**config.mk**
```make
export PLATFORM = sky130hd
export DESIGN_NAME = refcounted_entry_cache
export DESIGN_NICKNAME = d
export VERILOG_FILES = /design/src/hw/rtl/rce_pkg.sv /design/src/hw/rtl/rce_ram.sv /design/src/hw/rtl/rce_unit.sv /design/src/hw/rtl/refcounted_entry_cache.sv
export SDC_FILE = /design/constraint.sdc
export NUM_CORES = 1
export LEC_CHECK = 0
export BUFFER_PORTS_ARGS = -buffer_cell sky130_fd_sc_hd__buf_4
export CAP_MARGIN = 20
export CORE_ASPECT_RATIO = 0.8
export CORE_MARGIN = 2
export CORE_UTILIZATION = 57
export CTS_CLUSTER_DIAMETER = 100
export DETAILED_ROUTE_END_ITERATION = 16
export GPL_TIMING_DRIVEN = 1
export PLACE_DENSITY_LB_ADDON = 0.15
export SLEW_MARGIN = 25
export SYNTH_ARGS = -nofsm -noshare
export SYNTH_HDL_FRONTEND = slang
export SYNTH_HIERARCHICAL = 1
export SYNTH_SLANG_ARGS = --single-unit
```
**constraint.sdc**
```tcl
create_clock -name i_clk -period 6.2 [get_ports i_clk]
set_input_delay 0.31 -clock i_clk [delete_from_list [all_inputs] [get_ports i_clk]]
set_output_delay 0.31 -clock i_clk [all_outputs]
set_load 0.02 [all_outputs]
```
**src/hw/rtl/rce_pkg.sv**
```systemverilog
// Package for the reference-counted entry cache: sizes, codes, payload and control types.
package rce_pkg;

    localparam int SLOT_COUNT = 32;
    localparam int COUNT_BITS = 8;
    localparam int SLOT_W     = (SLOT_COUNT > 1) ? $clog2(SLOT_COUNT) : 1;
    localparam int NUM_W      = 16;
    localparam int IDX_W      = 5;

    typedef enum logic [1:0] {
        CMD_ACQUIRE   = 2'd0,
        CMD_DUPLICATE = 2'd1,
        CMD_RELEASE   = 2'd2,
        CMD_MARK      = 2'd3
    } t_cmd;

    typedef enum logic [1:0] {
        ST_OK       = 2'd0,
        ST_FULL     = 2'd1,
        ST_NOT_USED = 2'd2,
        ST_OVERFLOW = 2'd3
    } t_status;

    typedef enum logic [2:0] {
        S_IDLE,
        S_SCAN,
        S_TAIL,
        S_COMMIT,
        S_READ,
        S_EVAL,
        S_EMIT
    } t_state;

    typedef struct packed {
        t_cmd               command;
        logic [NUM_W-1:0]   object_number;
        logic [IDX_W-1:0]   slot_index;
        logic               links_zero;
    } t_in_item;

    typedef struct packed {
        logic [IDX_W-1:0]   result_slot;
        logic               found_existing;
        logic               needs_load;
        logic               destroy;
        t_status            status;
    } t_out_item;

    typedef struct packed {
        logic [NUM_W-1:0]      number;
        logic [COUNT_BITS-1:0] count;
        logic                  mark;
    } t_entry;

    typedef struct packed {
        logic                  hit;
        logic                  free;
        logic                  at_max;
        logic                  is_one;
        logic [COUNT_BITS-1:0] cnt_inc;
        logic [COUNT_BITS-1:0] cnt_dec;
    } t_unit_flags;

endpackage

```
**src/hw/rtl/rce_ram.sv**
```systemverilog
// Generic single-write, single-read RAM with registered read data.
module rce_ram #(
    parameter int WIDTH = 8,
    parameter int DEPTH = 32
) (
    input  logic                                      i_clk,
    input  logic                                      i_we,
    input  logic [((DEPTH > 1) ? $clog2(DEPTH) : 1)-1:0] i_waddr,
    input  logic [WIDTH-1:0]                          i_wdata,
    input  logic [((DEPTH > 1) ? $clog2(DEPTH) : 1)-1:0] i_raddr,
    output logic [WIDTH-1:0]                          o_rdata
);

    logic [WIDTH-1:0] r_mem [DEPTH];
    logic [WIDTH-1:0] r_rdata;

    always_ff @(posedge i_clk) begin
        if (i_we) begin
            r_mem[i_waddr] <= i_wdata;
        end
        r_rdata <= r_mem[i_raddr];
    end

    assign o_rdata = r_rdata;

endmodule

```
**src/hw/rtl/rce_unit.sv**
```systemverilog
// Shared compare and count unit: key match, free test, limit tests, increment, decrement.
module rce_unit (
    input  rce_pkg::t_entry              i_entry,
    input  logic [rce_pkg::NUM_W-1:0]    i_key,
    output rce_pkg::t_unit_flags         o_flags
);
    import rce_pkg::*;

    logic cnt_zero;

    assign cnt_zero        = (i_entry.count == '0);
    assign o_flags.hit     = !cnt_zero && (i_entry.number == i_key);
    assign o_flags.free    = cnt_zero;
    assign o_flags.at_max  = &i_entry.count;
    assign o_flags.is_one  = (i_entry.count == COUNT_BITS'(1));
    assign o_flags.cnt_inc = i_entry.count + COUNT_BITS'(1);
    assign o_flags.cnt_dec = i_entry.count - COUNT_BITS'(1);

endmodule

```
**src/hw/rtl/refcounted_entry_cache.sv**
```systemverilog
// Top level of the reference-counted entry cache: sequencer, slot table and output register.
//
//  channel  | valid        | stall        | payload                | direction
//  ---------+--------------+--------------+------------------------+----------
//  command  | i_in_valid   | o_in_stall   | i_in_data  (t_in_item)  | in
//  result   | o_out_valid  | i_out_stall  | o_out_data (t_out_item) | out
//
// For an acquire, the sequencer walks every slot through the single RAM read port and the
// shared compare unit, then commits and emits. Duplicate, release and mark-loaded step
// through read, evaluate and emit; with an out-of-range slot index they go straight to emit.
// Reset is synchronous and active low; it clears all slot valid bits, so every slot reads
// as free with a clear loaded mark, and no clearing pass is needed.
// A stalled result holds in the output register; the next command is taken meanwhile and
// its result waits in the emit step until the register frees up.
module refcounted_entry_cache (
    input  logic                i_clk,
    input  logic                i_rst_n,
    input  logic                i_in_valid,
    output logic                o_in_stall,
    input  rce_pkg::t_in_item   i_in_data,
    output logic                o_out_valid,
    input  logic                i_out_stall,
    output rce_pkg::t_out_item  o_out_data
);
    import rce_pkg::*;

    localparam int ENTRY_W = $bits(t_entry);

    // Sequencer state and the held command.
    t_state              r_state, n_state;
    t_in_item            r_in, n_in;
    logic [SLOT_W-1:0]   r_ptr, n_ptr;
    logic                r_rd_pend, n_rd_pend;
    logic [SLOT_W-1:0]   r_rd_addr;

    // Scan findings: first matching slot and first free slot.
    logic                r_hit, n_hit;
    logic [SLOT_W-1:0]   r_hit_slot, n_hit_slot;
    logic [COUNT_BITS-1:0] r_hit_cnt, n_hit_cnt;
    logic                r_hit_mark, n_hit_mark;
    logic                r_free, n_free;
    logic [SLOT_W-1:0]   r_free_slot, n_free_slot;

    // Result staging and output register.
    t_out_item           r_res, n_res;
    logic                r_out_valid, n_out_valid;
    t_out_item           r_out, n_out;

    // Per-slot valid bits; an invalid slot reads as count zero, mark clear.
    logic [SLOT_COUNT-1:0] r_valid;
    logic                valid_set;
    logic [SLOT_W-1:0]   valid_idx;

    // RAM and shared unit hookup.
    logic                ram_we;
    logic [SLOT_W-1:0]   ram_waddr;
    t_entry              ram_wdata;
    logic [SLOT_W-1:0]   ram_raddr;
    logic [ENTRY_W-1:0]  ram_rdata;
    t_entry              rd_entry;
    t_entry              unit_entry;
    t_unit_flags         flags;

    logic [SLOT_W-1:0]   held_slot;
    logic                in_range;
    logic                rel_destroy;
    logic                rel_mark;

    rce_ram #(
        .WIDTH (ENTRY_W),
        .DEPTH (SLOT_COUNT)
    ) u_table (
        .i_clk   (i_clk),
        .i_we    (ram_we),
        .i_waddr (ram_waddr),
        .i_wdata (ram_wdata),
        .i_raddr (ram_raddr),
        .o_rdata (ram_rdata)
    );

    rce_unit u_unit (
        .i_entry (unit_entry),
        .i_key   (r_in.object_number),
        .o_flags (flags)
    );

    assign held_slot = SLOT_W'(r_in.slot_index);
    assign in_range  = (int'(i_in_data.slot_index) < SLOT_COUNT);
    assign rd_entry  = r_valid[r_rd_addr] ? t_entry'(ram_rdata) : t_entry'('0);

    // Feed the commit step from the held match; otherwise from the RAM read.
    assign unit_entry = (r_state == S_COMMIT) ?
                        {r_in.object_number, r_hit_cnt, r_hit_mark} : rd_entry;

    // Release: drop the loaded mark only when the last reference of a loaded,
    // unlinked object goes away.
    assign rel_destroy = flags.is_one && rd_entry.mark && r_in.links_zero;
    assign rel_mark    = rel_destroy ? 1'b0 : rd_entry.mark;

    assign ram_raddr   = (r_state == S_SCAN) ? r_ptr : held_slot;

    assign o_in_stall  = (r_state != S_IDLE);
    assign o_out_valid = r_out_valid;
    assign o_out_data  = r_out;

    always_comb begin
        n_state     = r_state;
        n_in        = r_in;
        n_ptr       = r_ptr;
        n_rd_pend   = r_rd_pend;
        n_hit       = r_hit;
        n_hit_slot  = r_hit_slot;
        n_hit_cnt   = r_hit_cnt;
        n_hit_mark  = r_hit_mark;
        n_free      = r_free;
        n_free_slot = r_free_slot;
        n_res       = r_res;
        n_out       = r_out;
        n_out_valid = r_out_valid && i_out_stall;
        ram_we      = 1'b0;
        ram_waddr   = held_slot;
        ram_wdata   = rd_entry;
        valid_set   = 1'b0;
        valid_idx   = held_slot;

        case (r_state)
            S_IDLE: begin
                if (i_in_valid) begin
                    n_in      = i_in_data;
                    n_ptr     = '0;
                    n_rd_pend = 1'b0;
                    n_hit     = 1'b0;
                    n_free    = 1'b0;
                    if (i_in_data.command == CMD_ACQUIRE) begin
                        n_state = S_SCAN;
                    end else if (!in_range) begin
                        n_res   = '{result_slot: i_in_data.slot_index, found_existing: 1'b0,
                                    needs_load: 1'b0, destroy: 1'b0, status: ST_NOT_USED};
                        n_state = S_EMIT;
                    end else begin
                        n_state = S_READ;
                    end
                end
            end

            S_SCAN, S_TAIL: begin
                // In scan, issue the next slot read; in both states, test the one that came back.
                if (r_state == S_SCAN) begin
                    n_rd_pend = 1'b1;
                    n_ptr     = r_ptr + SLOT_W'(1);
                    if (r_ptr == SLOT_W'(SLOT_COUNT - 1)) begin
                        n_state = S_TAIL;
                    end
                end else begin
                    n_rd_pend = 1'b0;
                    n_state   = S_COMMIT;
                end
                if (r_rd_pend) begin
                    if (flags.hit && !r_hit) begin
                        n_hit      = 1'b1;
                        n_hit_slot = r_rd_addr;
                        n_hit_cnt  = rd_entry.count;
                        n_hit_mark = rd_entry.mark;
                    end
                    if (flags.free && !r_free) begin
                        n_free      = 1'b1;
                        n_free_slot = r_rd_addr;
                    end
                end
            end

            S_COMMIT: begin
                if (r_hit) begin
                    n_res = '{result_slot: IDX_W'(r_hit_slot), found_existing: 1'b1,
                              needs_load: !r_hit_mark, destroy: 1'b0,
                              status: flags.at_max ? ST_OVERFLOW : ST_OK};
                    if (!flags.at_max) begin
                        ram_we    = 1'b1;
                        ram_waddr = r_hit_slot;
                        ram_wdata = '{number: r_in.object_number, count: flags.cnt_inc,
                                      mark: r_hit_mark};
                    end
                end else if (r_free) begin
                    ram_we    = 1'b1;
                    ram_waddr = r_free_slot;
                    ram_wdata = '{number: r_in.object_number, count: COUNT_BITS'(1),
                                  mark: 1'b0};
                    valid_set = 1'b1;
                    valid_idx = r_free_slot;
                    n_res = '{result_slot: IDX_W'(r_free_slot), found_existing: 1'b0,
                              needs_load: 1'b1, destroy: 1'b0, status: ST_OK};
                end else begin
                    n_res = '{result_slot: '0, found_existing: 1'b0, needs_load: 1'b0,
                              destroy: 1'b0, status: ST_FULL};
                end
                n_state = S_EMIT;
            end

            S_READ: begin
                n_state = S_EVAL;
            end

            S_EVAL: begin
                n_res = '{result_slot: r_in.slot_index, found_existing: 1'b0,
                          needs_load: !rd_entry.mark, destroy: 1'b0, status: ST_OK};
                if (flags.free) begin
                    n_res.status = ST_NOT_USED;
                end else begin
                    case (r_in.command)
                        CMD_DUPLICATE: begin
                            if (flags.at_max) begin
                                n_res.status = ST_OVERFLOW;
                            end else begin
                                ram_we          = 1'b1;
                                ram_wdata.count = flags.cnt_inc;
                            end
                        end
                        CMD_RELEASE: begin
                            ram_we           = 1'b1;
                            ram_wdata.count  = flags.cnt_dec;
                            ram_wdata.mark   = rel_mark;
                            n_res.needs_load = !rel_mark;
                            n_res.destroy    = rel_destroy;
                        end
                        CMD_MARK: begin
                            ram_we           = 1'b1;
                            ram_wdata.mark   = 1'b1;
                            n_res.needs_load = 1'b0;
                        end
                        default: begin
                            ram_we = 1'b0;
                        end
                    endcase
                end
                n_state = S_EMIT;
            end

            S_EMIT: begin
                // Hold until the output register is empty or draining this cycle.
                if (!r_out_valid || !i_out_stall) begin
                    n_out       = r_res;
                    n_out_valid = 1'b1;
                    n_state     = S_IDLE;
                end
            end

            default: begin
                n_state = S_IDLE;
            end
        endcase
    end

    always_ff @(posedge i_clk) begin
        if (!i_rst_n) begin
            r_state     <= S_IDLE;
            r_rd_pend   <= 1'b0;
            r_hit       <= 1'b0;
            r_free      <= 1'b0;
            r_out_valid <= 1'b0;
            r_valid     <= '0;
        end else begin
            r_state     <= n_state;
            r_rd_pend   <= n_rd_pend;
            r_hit       <= n_hit;
            r_free      <= n_free;
            r_out_valid <= n_out_valid;
            if (valid_set) begin
                r_valid[valid_idx] <= 1'b1;
            end
        end
    end

    always_ff @(posedge i_clk) begin
        r_in        <= n_in;
        r_ptr       <= n_ptr;
        r_rd_addr   <= ram_raddr;
        r_hit_slot  <= n_hit_slot;
        r_hit_cnt   <= n_hit_cnt;
        r_hit_mark  <= n_hit_mark;
        r_free_slot <= n_free_slot;
        r_res       <= n_res;
        r_out       <= n_out;
    end

endmodule

```
== Word-level counts from Yosys, hierarchy flattened ==
Memories as Yosys holds them, arrays and structs flattened. A register that Yosys moved wholly into a read port is not among the register bits.
Cells that the tools add are included.
Cells by class
  muxes and demuxes: 62
  add/subtract/negate cells: 3
  eq/ne operators: 19
  magnitude comparators: 3
  reduce and logical (&&, ||, !) cells: 35
  bitwise logic cells: 1
Operators with widths (number)
  two-way mux 25 bit: 5
  two-way mux 5 bit: 9
  bitwise OR 32 bit: 1
  two-way mux 1 bit: 20
  two-way mux 10 bit: 2
  case mux 10 bit (2 select lines): 1
  case mux 9 bit (2 select lines): 1
  == test 16 bit: 1
  two-way mux 16 bit: 1
  case mux 8 bit (2 select lines): 1
  two-way mux 3 bit: 5
  case mux 3 bit (5 select lines): 1
  case mux 1 bit (2 select lines): 7
  < comparator 5 x 6 -> 1 bit, second input constant: 2
  inequality test 2 bit, second input constant: 6
  AND reduction 3 bit: 4
  case mux 5 bit (2 select lines): 1
  == test 3 bit, second input constant: 3
  two-way mux 9 bit: 1
  adder 8 x 1 -> 8 bit, second input constant: 1
  == test 8 x 1 -> 1 bit, second input constant: 1
  zero test 1 bit: 8
  zero test 8 bit: 1
  two-way mux 2 bit: 4
  22 further kinds: 36
Storage, ports and cells
  word-level logic and storage cells: 150
  input bits: 28
  register bits: 112
  output and inout port bits: 12
  memories kept: 1
  RAM bits: 800
Memories
  u_table.r_mem: depth 32, bits a word 25, rd ports 1, clocked after memory_dff 1, wr ports 1, RTL line rce_ram.sv:14  | logic [WIDTH-1:0] r_mem [DEPTH];

== Longest topological paths before layout ==
Gate-level depths: netlist (run 1).
  depth in word-level cells: 12
  mapped depth: 20
  gate-level depth less buffers: 16

== Modules after synthesis ==
The synthesis (run 1) kept the hierarchy.
Modules (own cells, without submodules)
  rce_ram: times used 1, cells each 1778, area each 31826.8 sq um
  refcounted_entry_cache: times used 1, cells each 581, area each 5642.9 sq um
  rce_unit: times used 1, cells each 66, area each 525.5 sq um

== Least setup slack after synthesis (run 1) ==
Ideal clock, no wire load.
  path type: reg-to-reg
  from: reg r_rd_addr[0]
  to: mem u_table/r_mem[28][0] (netlist bit), enable pin
  slack: 465 ps
  library setup time: 407 ps
  data arrival time: 5328 ps
  period minus slack after synthesis: 5735 ps
  data required time: 5793 ps
  buffers on the path: 5
  cell stages (with the launch flop): 20
  cells stage by stage: dfxtp_1 buf_6 mux4_1 mux2i_1 or3_1 and4_1 buf_6 buf_6 o21ai_0 ha_1 nand3_1 nor2_1 and3_1 clkbuf_1 nor2b_1 a22oi_1 o21ai_0 or3b_2 clkbuf_1 nor2_1
RTL lines
  start, declared: RTL line refcounted_entry_cache.sv:34  | logic [SLOT_W-1:0] r_rd_addr;
  start signal, assigned: RTL line refcounted_entry_cache.sv:276  | r_rd_addr <= ram_raddr;
  end, declared: RTL line rce_ram.sv:14

==> results of run 1 <==
-- worst paths after layout --
check,to,slack (ns),cells after the start
hold / removal,r_rd_pend,0.08,4
hold reg to reg,o_out_data[9],0.42,0
setup reg to reg,u_table/r_mem[8][21],0.40,16
setup / recovery,u_table/r_mem[8][21],0.40,16
-- placed cells by master (no fill, tap or decap), types with 7 or more instances in the layout --
cell type      instances
o21ai_2               23
nor2_2                23
a22oi_1               89
ha_1                  10
xor2_1                22
a31oi_1               28
xnor2_1                8
inv_1                  9
clkinv_2              12
o21ai_0               39
buf_12                10
nor2b_1               30
a22o_1                55
buf_4                141
mux2i_1              410
nand3_1               98
dlygate4sd3_1         25
o21a_1                29
edfxtp_1             868
nand2_1              181
clkbuf_1              23
clkbuf_16             92
nand2b_1               7
nand3b_1               9
a21oi_1               91
dfxtp_1               69
bufinv_16              8
nor3_1                29
nor2_1                51
nor2_4                12
clkinv_1              18
-- repair_timing --
action,CTS,global route
hold buffers,25,0
endpoints found under the setup margin,0,0
endpoints found under the hold margin,25,0
-- per-stage QoR --
step           setup WS [ns]  hold WS [ns]  area [um^2]
2_1_floorplan          0.467         0.400        38000
3_3_place_gp           0.616         0.405        39600
3_5_place_dp           0.469         0.409        39600
4_1_cts                0.461        0.0326        42800
5_1_grt                0.168        0.0923        42800
6_report               0.398        0.0763        42800
-- power breakdown --
part / switching [mW] / internal (mW)
clock: 2.27 / 3.11
combinational: 1.65 / 0.778
sequential: 0.114 / 7.35
-- registers in the layout, summed over array words and instances (netlist names), 8 cells and up --
| signal | cells |
|---|---|
| o_out_data | 10 |
| r_hit_cnt | 8 |
| r_in | 19 |
| r_res | 10 |
| r_valid | 32 |
| u_table/o_rdata | 25 |
| u_table/r_mem | 800 |
-- metal layers --
layer  global-route usage [%]  up-vias  wire length, um
met1                     39.1    10700            39700
li1                         -     9619                -
met5                        0        -               13
met2                     38.1      821            40000
met4                     7.09        2             2200
met3                     4.62      132             6750
-- worst max-delay path, cell delays in order, from the launching register on --
cell	delay (ns)
dfxtp_1	0.57
mux4_1	0.62
mux2i_1	0.16
or3_1	0.12
and4_2	0.52
o21ai_0	0.17
buf_4	0.18
ha_1	0.21
nand3_1	0.12
nor2_1	0.09
and3_1	0.32
nor2b_1	0.21
nor3_1	0.06
o41ai_1	0.75
or3b_2	0.71
nor2_2	0.43
buf_12	0.23
-- final cells by class --
type                    instances  area share, %
well taps                     860           2.52
inverters                      11         0.0965
clock buffers                 118           5.68
multi-input cells            1330           22.9
clock inverters                48           1.14
repair buffers                176           3.53
flip-flops and latches        937           64.2
==> out/results.txt, run 1 <==
status = finished, final reports clean
num rows = 84
placed cell count = 3289
Vias = 21300
initial DRC count = 2416
largest net degree at the start of global routing = 73
Fin Clk Skew = 0.0290 ns
nets@finish = 2583
CP startpoint = r_rd_addr[0]
gate count after technology mapping = 2422
global-route wire length before repair = 131000 um
worst hold start = i_in_valid
antenna violations before repair = 1
Die Wd = 293 um
Initial Util = 57.7%
Lkg Pwr = 15.2 nW
routed wire length = 88600 um
Netlist Area Pre-Place = 38000 um^2
Top-Level Pins = 40
total track usage = 25.6%
Setup crit end kind = flip-flop
Slew Limit Fails = 0
reg2reg start = r_rd_addr[0]
Final Instance Count excl. Fillers = 3480
Final ANT Viol Nets = 0
number of max-cap violations = 0
worst vdd ir = 0.000274 V
setup total negative slack = 0 ns
routed vias/inst = 6.13
setup violators final = 0
Syn Nets = 2460
worst-margin pin slew = 1.02 ns
die area = 68700 um^2
cts bufs inserted = 89
Hold Vio Cnt, Final = 0
CP required = 6.55 ns
share of cells above drive strength 1 = 13.8%
Area Overhead vs Synth = 12.6%
YS warnings = 6
power density cells = 357 nW/um^2
min cycle time layout = 5.80 ns
clk root buf = clkbuf_16
period utilization = 93.6%
GPL Wtd Cong = 0.868
register area = 27400 um^2
H-tree lvl count = 3
Port Buffer Count = 39
postcts setup bufs = 0
Core Box Area = 65800 um^2
residual DRC count = 0
Fmax achieved = 172 MHz
fin util = 65.0%
Post-DP HPWL = 54900 um
number of global-route vias before repair = 20300
worst-path maximum fanout = 19
Hold Crit Class = input pin to flip-flop
power after layout = 15.3 mW
Pre-Repair DR Iteration Count = 6
fill count = 4648
Post-Syn Area per Cell = 15.7 um^2
CP Launch Type = flip-flop
total gr overflow = 0
CTS tree = done
RSZ-0062 raised after global routing = no
Relative slew margins = 32.2%
clock buffer depth = 3
post-cts resize count = 0
clock-pin slew on the worst setup and hold paths = 0.06 ns
kind of critical path = flip-flop to flip-flop
Diodes inserted = 0
WP data arrival = 6.15 ns
Die H = 235 um
Num Clock Sinks = 937
routed len/inst = 25.5 um
multi-input logic area = 9780 um^2
worst-skew pair later-pin latency = 0.65 ns
(Power assumes the default switching activity.)
==> inputs of run 2 (changes only) <==
Settings changed: CAP_MARGIN 20 to 25, SYNTH_HIERARCHICAL 1 to default.
==> run 2 against run 1 <==
Hold slack gained 0.049 ns. Clock power is 9.9% higher. Area after synthesis rose by 2.8%. First-iteration DRC count up 54%. Sequential power rose by 16%. Die area up 2.7%. Largest power group is now combinational cells. Highest routed layer unchanged.
==> out/results.txt, run 2 <==
clk root buf = clkbuf_16
power after layout = 23.5 mW
global-route wire length before repair = 164000 um
Post-synth EDFFs = 868
period utilization = 91.4%
Netlist Area Pre-Place = 39000 um^2
top cells by count, synth = nand2_1 (888), edfxtp_1 (868), nand3_1 (443)
GPL Wtd Cong = 0.944
Placed Area = 40900 um^2
main flop type after synthesis = edfxtp_1
crit-path most repeated cell = buf_4
number of global-route vias before repair = 25200
Post-DP HPWL = 67800 um
number of max-cap violations = 0
RSZ-0062 raised after global routing = no
nets@finish = 3312
largest net degree at the start of global routing = 151
CP Launch Type = flip-flop
Area Overhead vs Synth = 13.6%
fin util = 65.7%
Pre-Repair DR Iteration Count = 6
Port Buffer Count = 39
CP max-delay cell = or3_1
commonest non-fill, non-tap cell in the layout = nand2_1
routed len/inst = 26.3 um
most flop-heavy register = u_table.r_mem
power density cells = 531 nW/um^2
worst-skew pair later-pin latency = 0.64 ns
total track usage = 31.7%
kind of critical path = flip-flop to flip-flop
synth top area cells = edfxtp_1 (67%), nand2_1 (8.5%), nand3_1 (5.7%)
Initial Util = 57.8%
Syn Nets = 3268
min cycle time layout = 5.66 ns
total gr overflow = 0
critical path, cell by cell = buf_4 -> mux2i_1 -> a22oi_1 -> nand3_1 -> nand4_1 -> nand2_1 -> inv_1 -> a21boi_0 -> inv_1 -> ha_1 -> and3_1 -> nand3_4 -> a22o_1 -> a211o_1 -> a31oi_1 -> o41a_1 -> buf_4 -> or3_1 -> nor3_2 -> buf_4
clock-pin slew on the worst setup and hold paths = 0.07 ns
Post-Syn Area per Cell = 12.1 um^2
cell taking the most area after synthesis = edfxtp_1
num rows = 85
fraction of registers with async set/reset = 0%
gate count after technology mapping = 3232
Setup crit end kind = flip-flop
clock buffer depth = 3
Final ANT Viol Nets = 0
postcts setup bufs = 0
sequential share of the synthesized area = 70.3%
Relative slew margins = 30.2%
cts bufs inserted = 90
worst-path maximum fanout = 25
Worst path max stage delay = 0.55 ns
design area = 44400 um^2
initial DRC count = 3722
Hold Crit Class = input pin to flip-flop
die area = 70600 um^2
#FFs+latches synth = 937
post-cts resize count = 0
share of cells above drive strength 1 = 10.9%
Die Wd = 297 um
routed wire length = 112000 um
status = finished, final reports clean
CP required = 6.49 ns
H-tree lvl count = 3
setup violators final = 0
Vias = 27300
WP data arrival = 5.96 ns
Fin Clk Skew = 0.0242 ns
Buf/Inv on CP = 5
most numerous cell in the Yosys netlist = nand2_1
YS warnings = 0
Num Clock Sinks = 937
post-synth top area share = 66.8%
Top-Level Pins = 40
Synth cell types = 82
routed vias/inst = 6.41
Fmax achieved = 177 MHz
Worst path top cell family by delay = simple AND/OR/NAND/NOR gates
antenna violations before repair = 7
most frequent cells in the layout = nand2_1 (888), edfxtp_1 (868), nand3_1 (443), buf_4 (133), a311oi_1 (121)
Die H = 238 um
Largest register FFs = 800
Lkg Pwr = 15.6 nW
Core Box Area = 67500 um^2
minimum hold slack = 0.125 ns
residual DRC count = 0
Slew Limit Fails = 0
worst-margin pin slew = 1.02 ns
Hold Vio Cnt, Final = 0
CTS tree = done
worst vdd ir = 0.000750 V
==> run 2: kinds of logic (layout without fill, tap and decap cells) <==
logic type,Yosys count,count (layout),share of synthesized area (%)
AO/OA/AOI/OAI,397,397,7.53
XOR/XNOR,17,17,0.381
adder cells (fa/ha/maj),8,8,0.256
buffers and inverters,246,365,2.65
flip-flops,937,937,70.3
multiplexers,27,27,0.699
other,0,1,0
AND/OR/NAND/NOR,1600,1600,18.2
==> run 2: through the flow <==
stage / worst slack [ns] / setup TNS, ns / std cells
3_5_place_dp: 0.682 / 0 / 4072
5_1_grt: 0.299 / 0 / 4264
6_report: 0.535 / 0 / 4265
2_1_floorplan: -0.411 / -28.94 / 3232
4_1_cts: 0.648 / 0 / 4264
3_3_place_gp: 0.756 / 0 / 4072
==> run 2: area by class of cell <==
type / instances / area [um^2]
fillers: 4875 / 23200
multi-input cells: 2049 / 10900
clock inverters: 55 / 743
clock buffers: 112 / 2440
repair buffers: 174 / 1570
flip-flops and latches: 937 / 27400
well taps: 913 / 1140
inverters: 24 / 105
diodes: 1 / 2.50
==> run 2: path summary, 6_finish.rpt <==
path                start               endpoint  slack, ns  cells past startpoint
min               i_rst_n            r_valid[24]       0.12                      2
max          r_rd_addr[1]  u_table.r_mem[18][16]       0.54                     20
max reg2reg  r_rd_addr[1]  u_table.r_mem[18][16]       0.54                     20
min reg2reg      r_res[2]          o_out_data[2]       0.42                      0
==> run 2: repair_timing <==
item                                   CTS  global route
endpoints found under the hold margin   25             0
hold buffers                            25             0
setup endpoints to repair                0             0
==> run 2: power by group <==
part | internal, mW | switching (mW) | total, mW
registers | 8.34 | 0.329 | 8.67
clock network | 3.51 | 2.38 | 5.90
logic | 2.23 | 6.75 | 8.99
total | 14.1 | 9.46 | 23.5
==> run 2: per-layer routing <==
layer | global-route usage [%] | vias to the layer above | part of all wire (%)
met4 | 8.56 | 2 | 2.5
met1 | 48.0 | 13500 | 41
met2 | 45.3 | 1640 | 44
li1 | - | 12000 | -
met5 | 0 | - | 0.012
met3 | 8.77 | 175 | 13
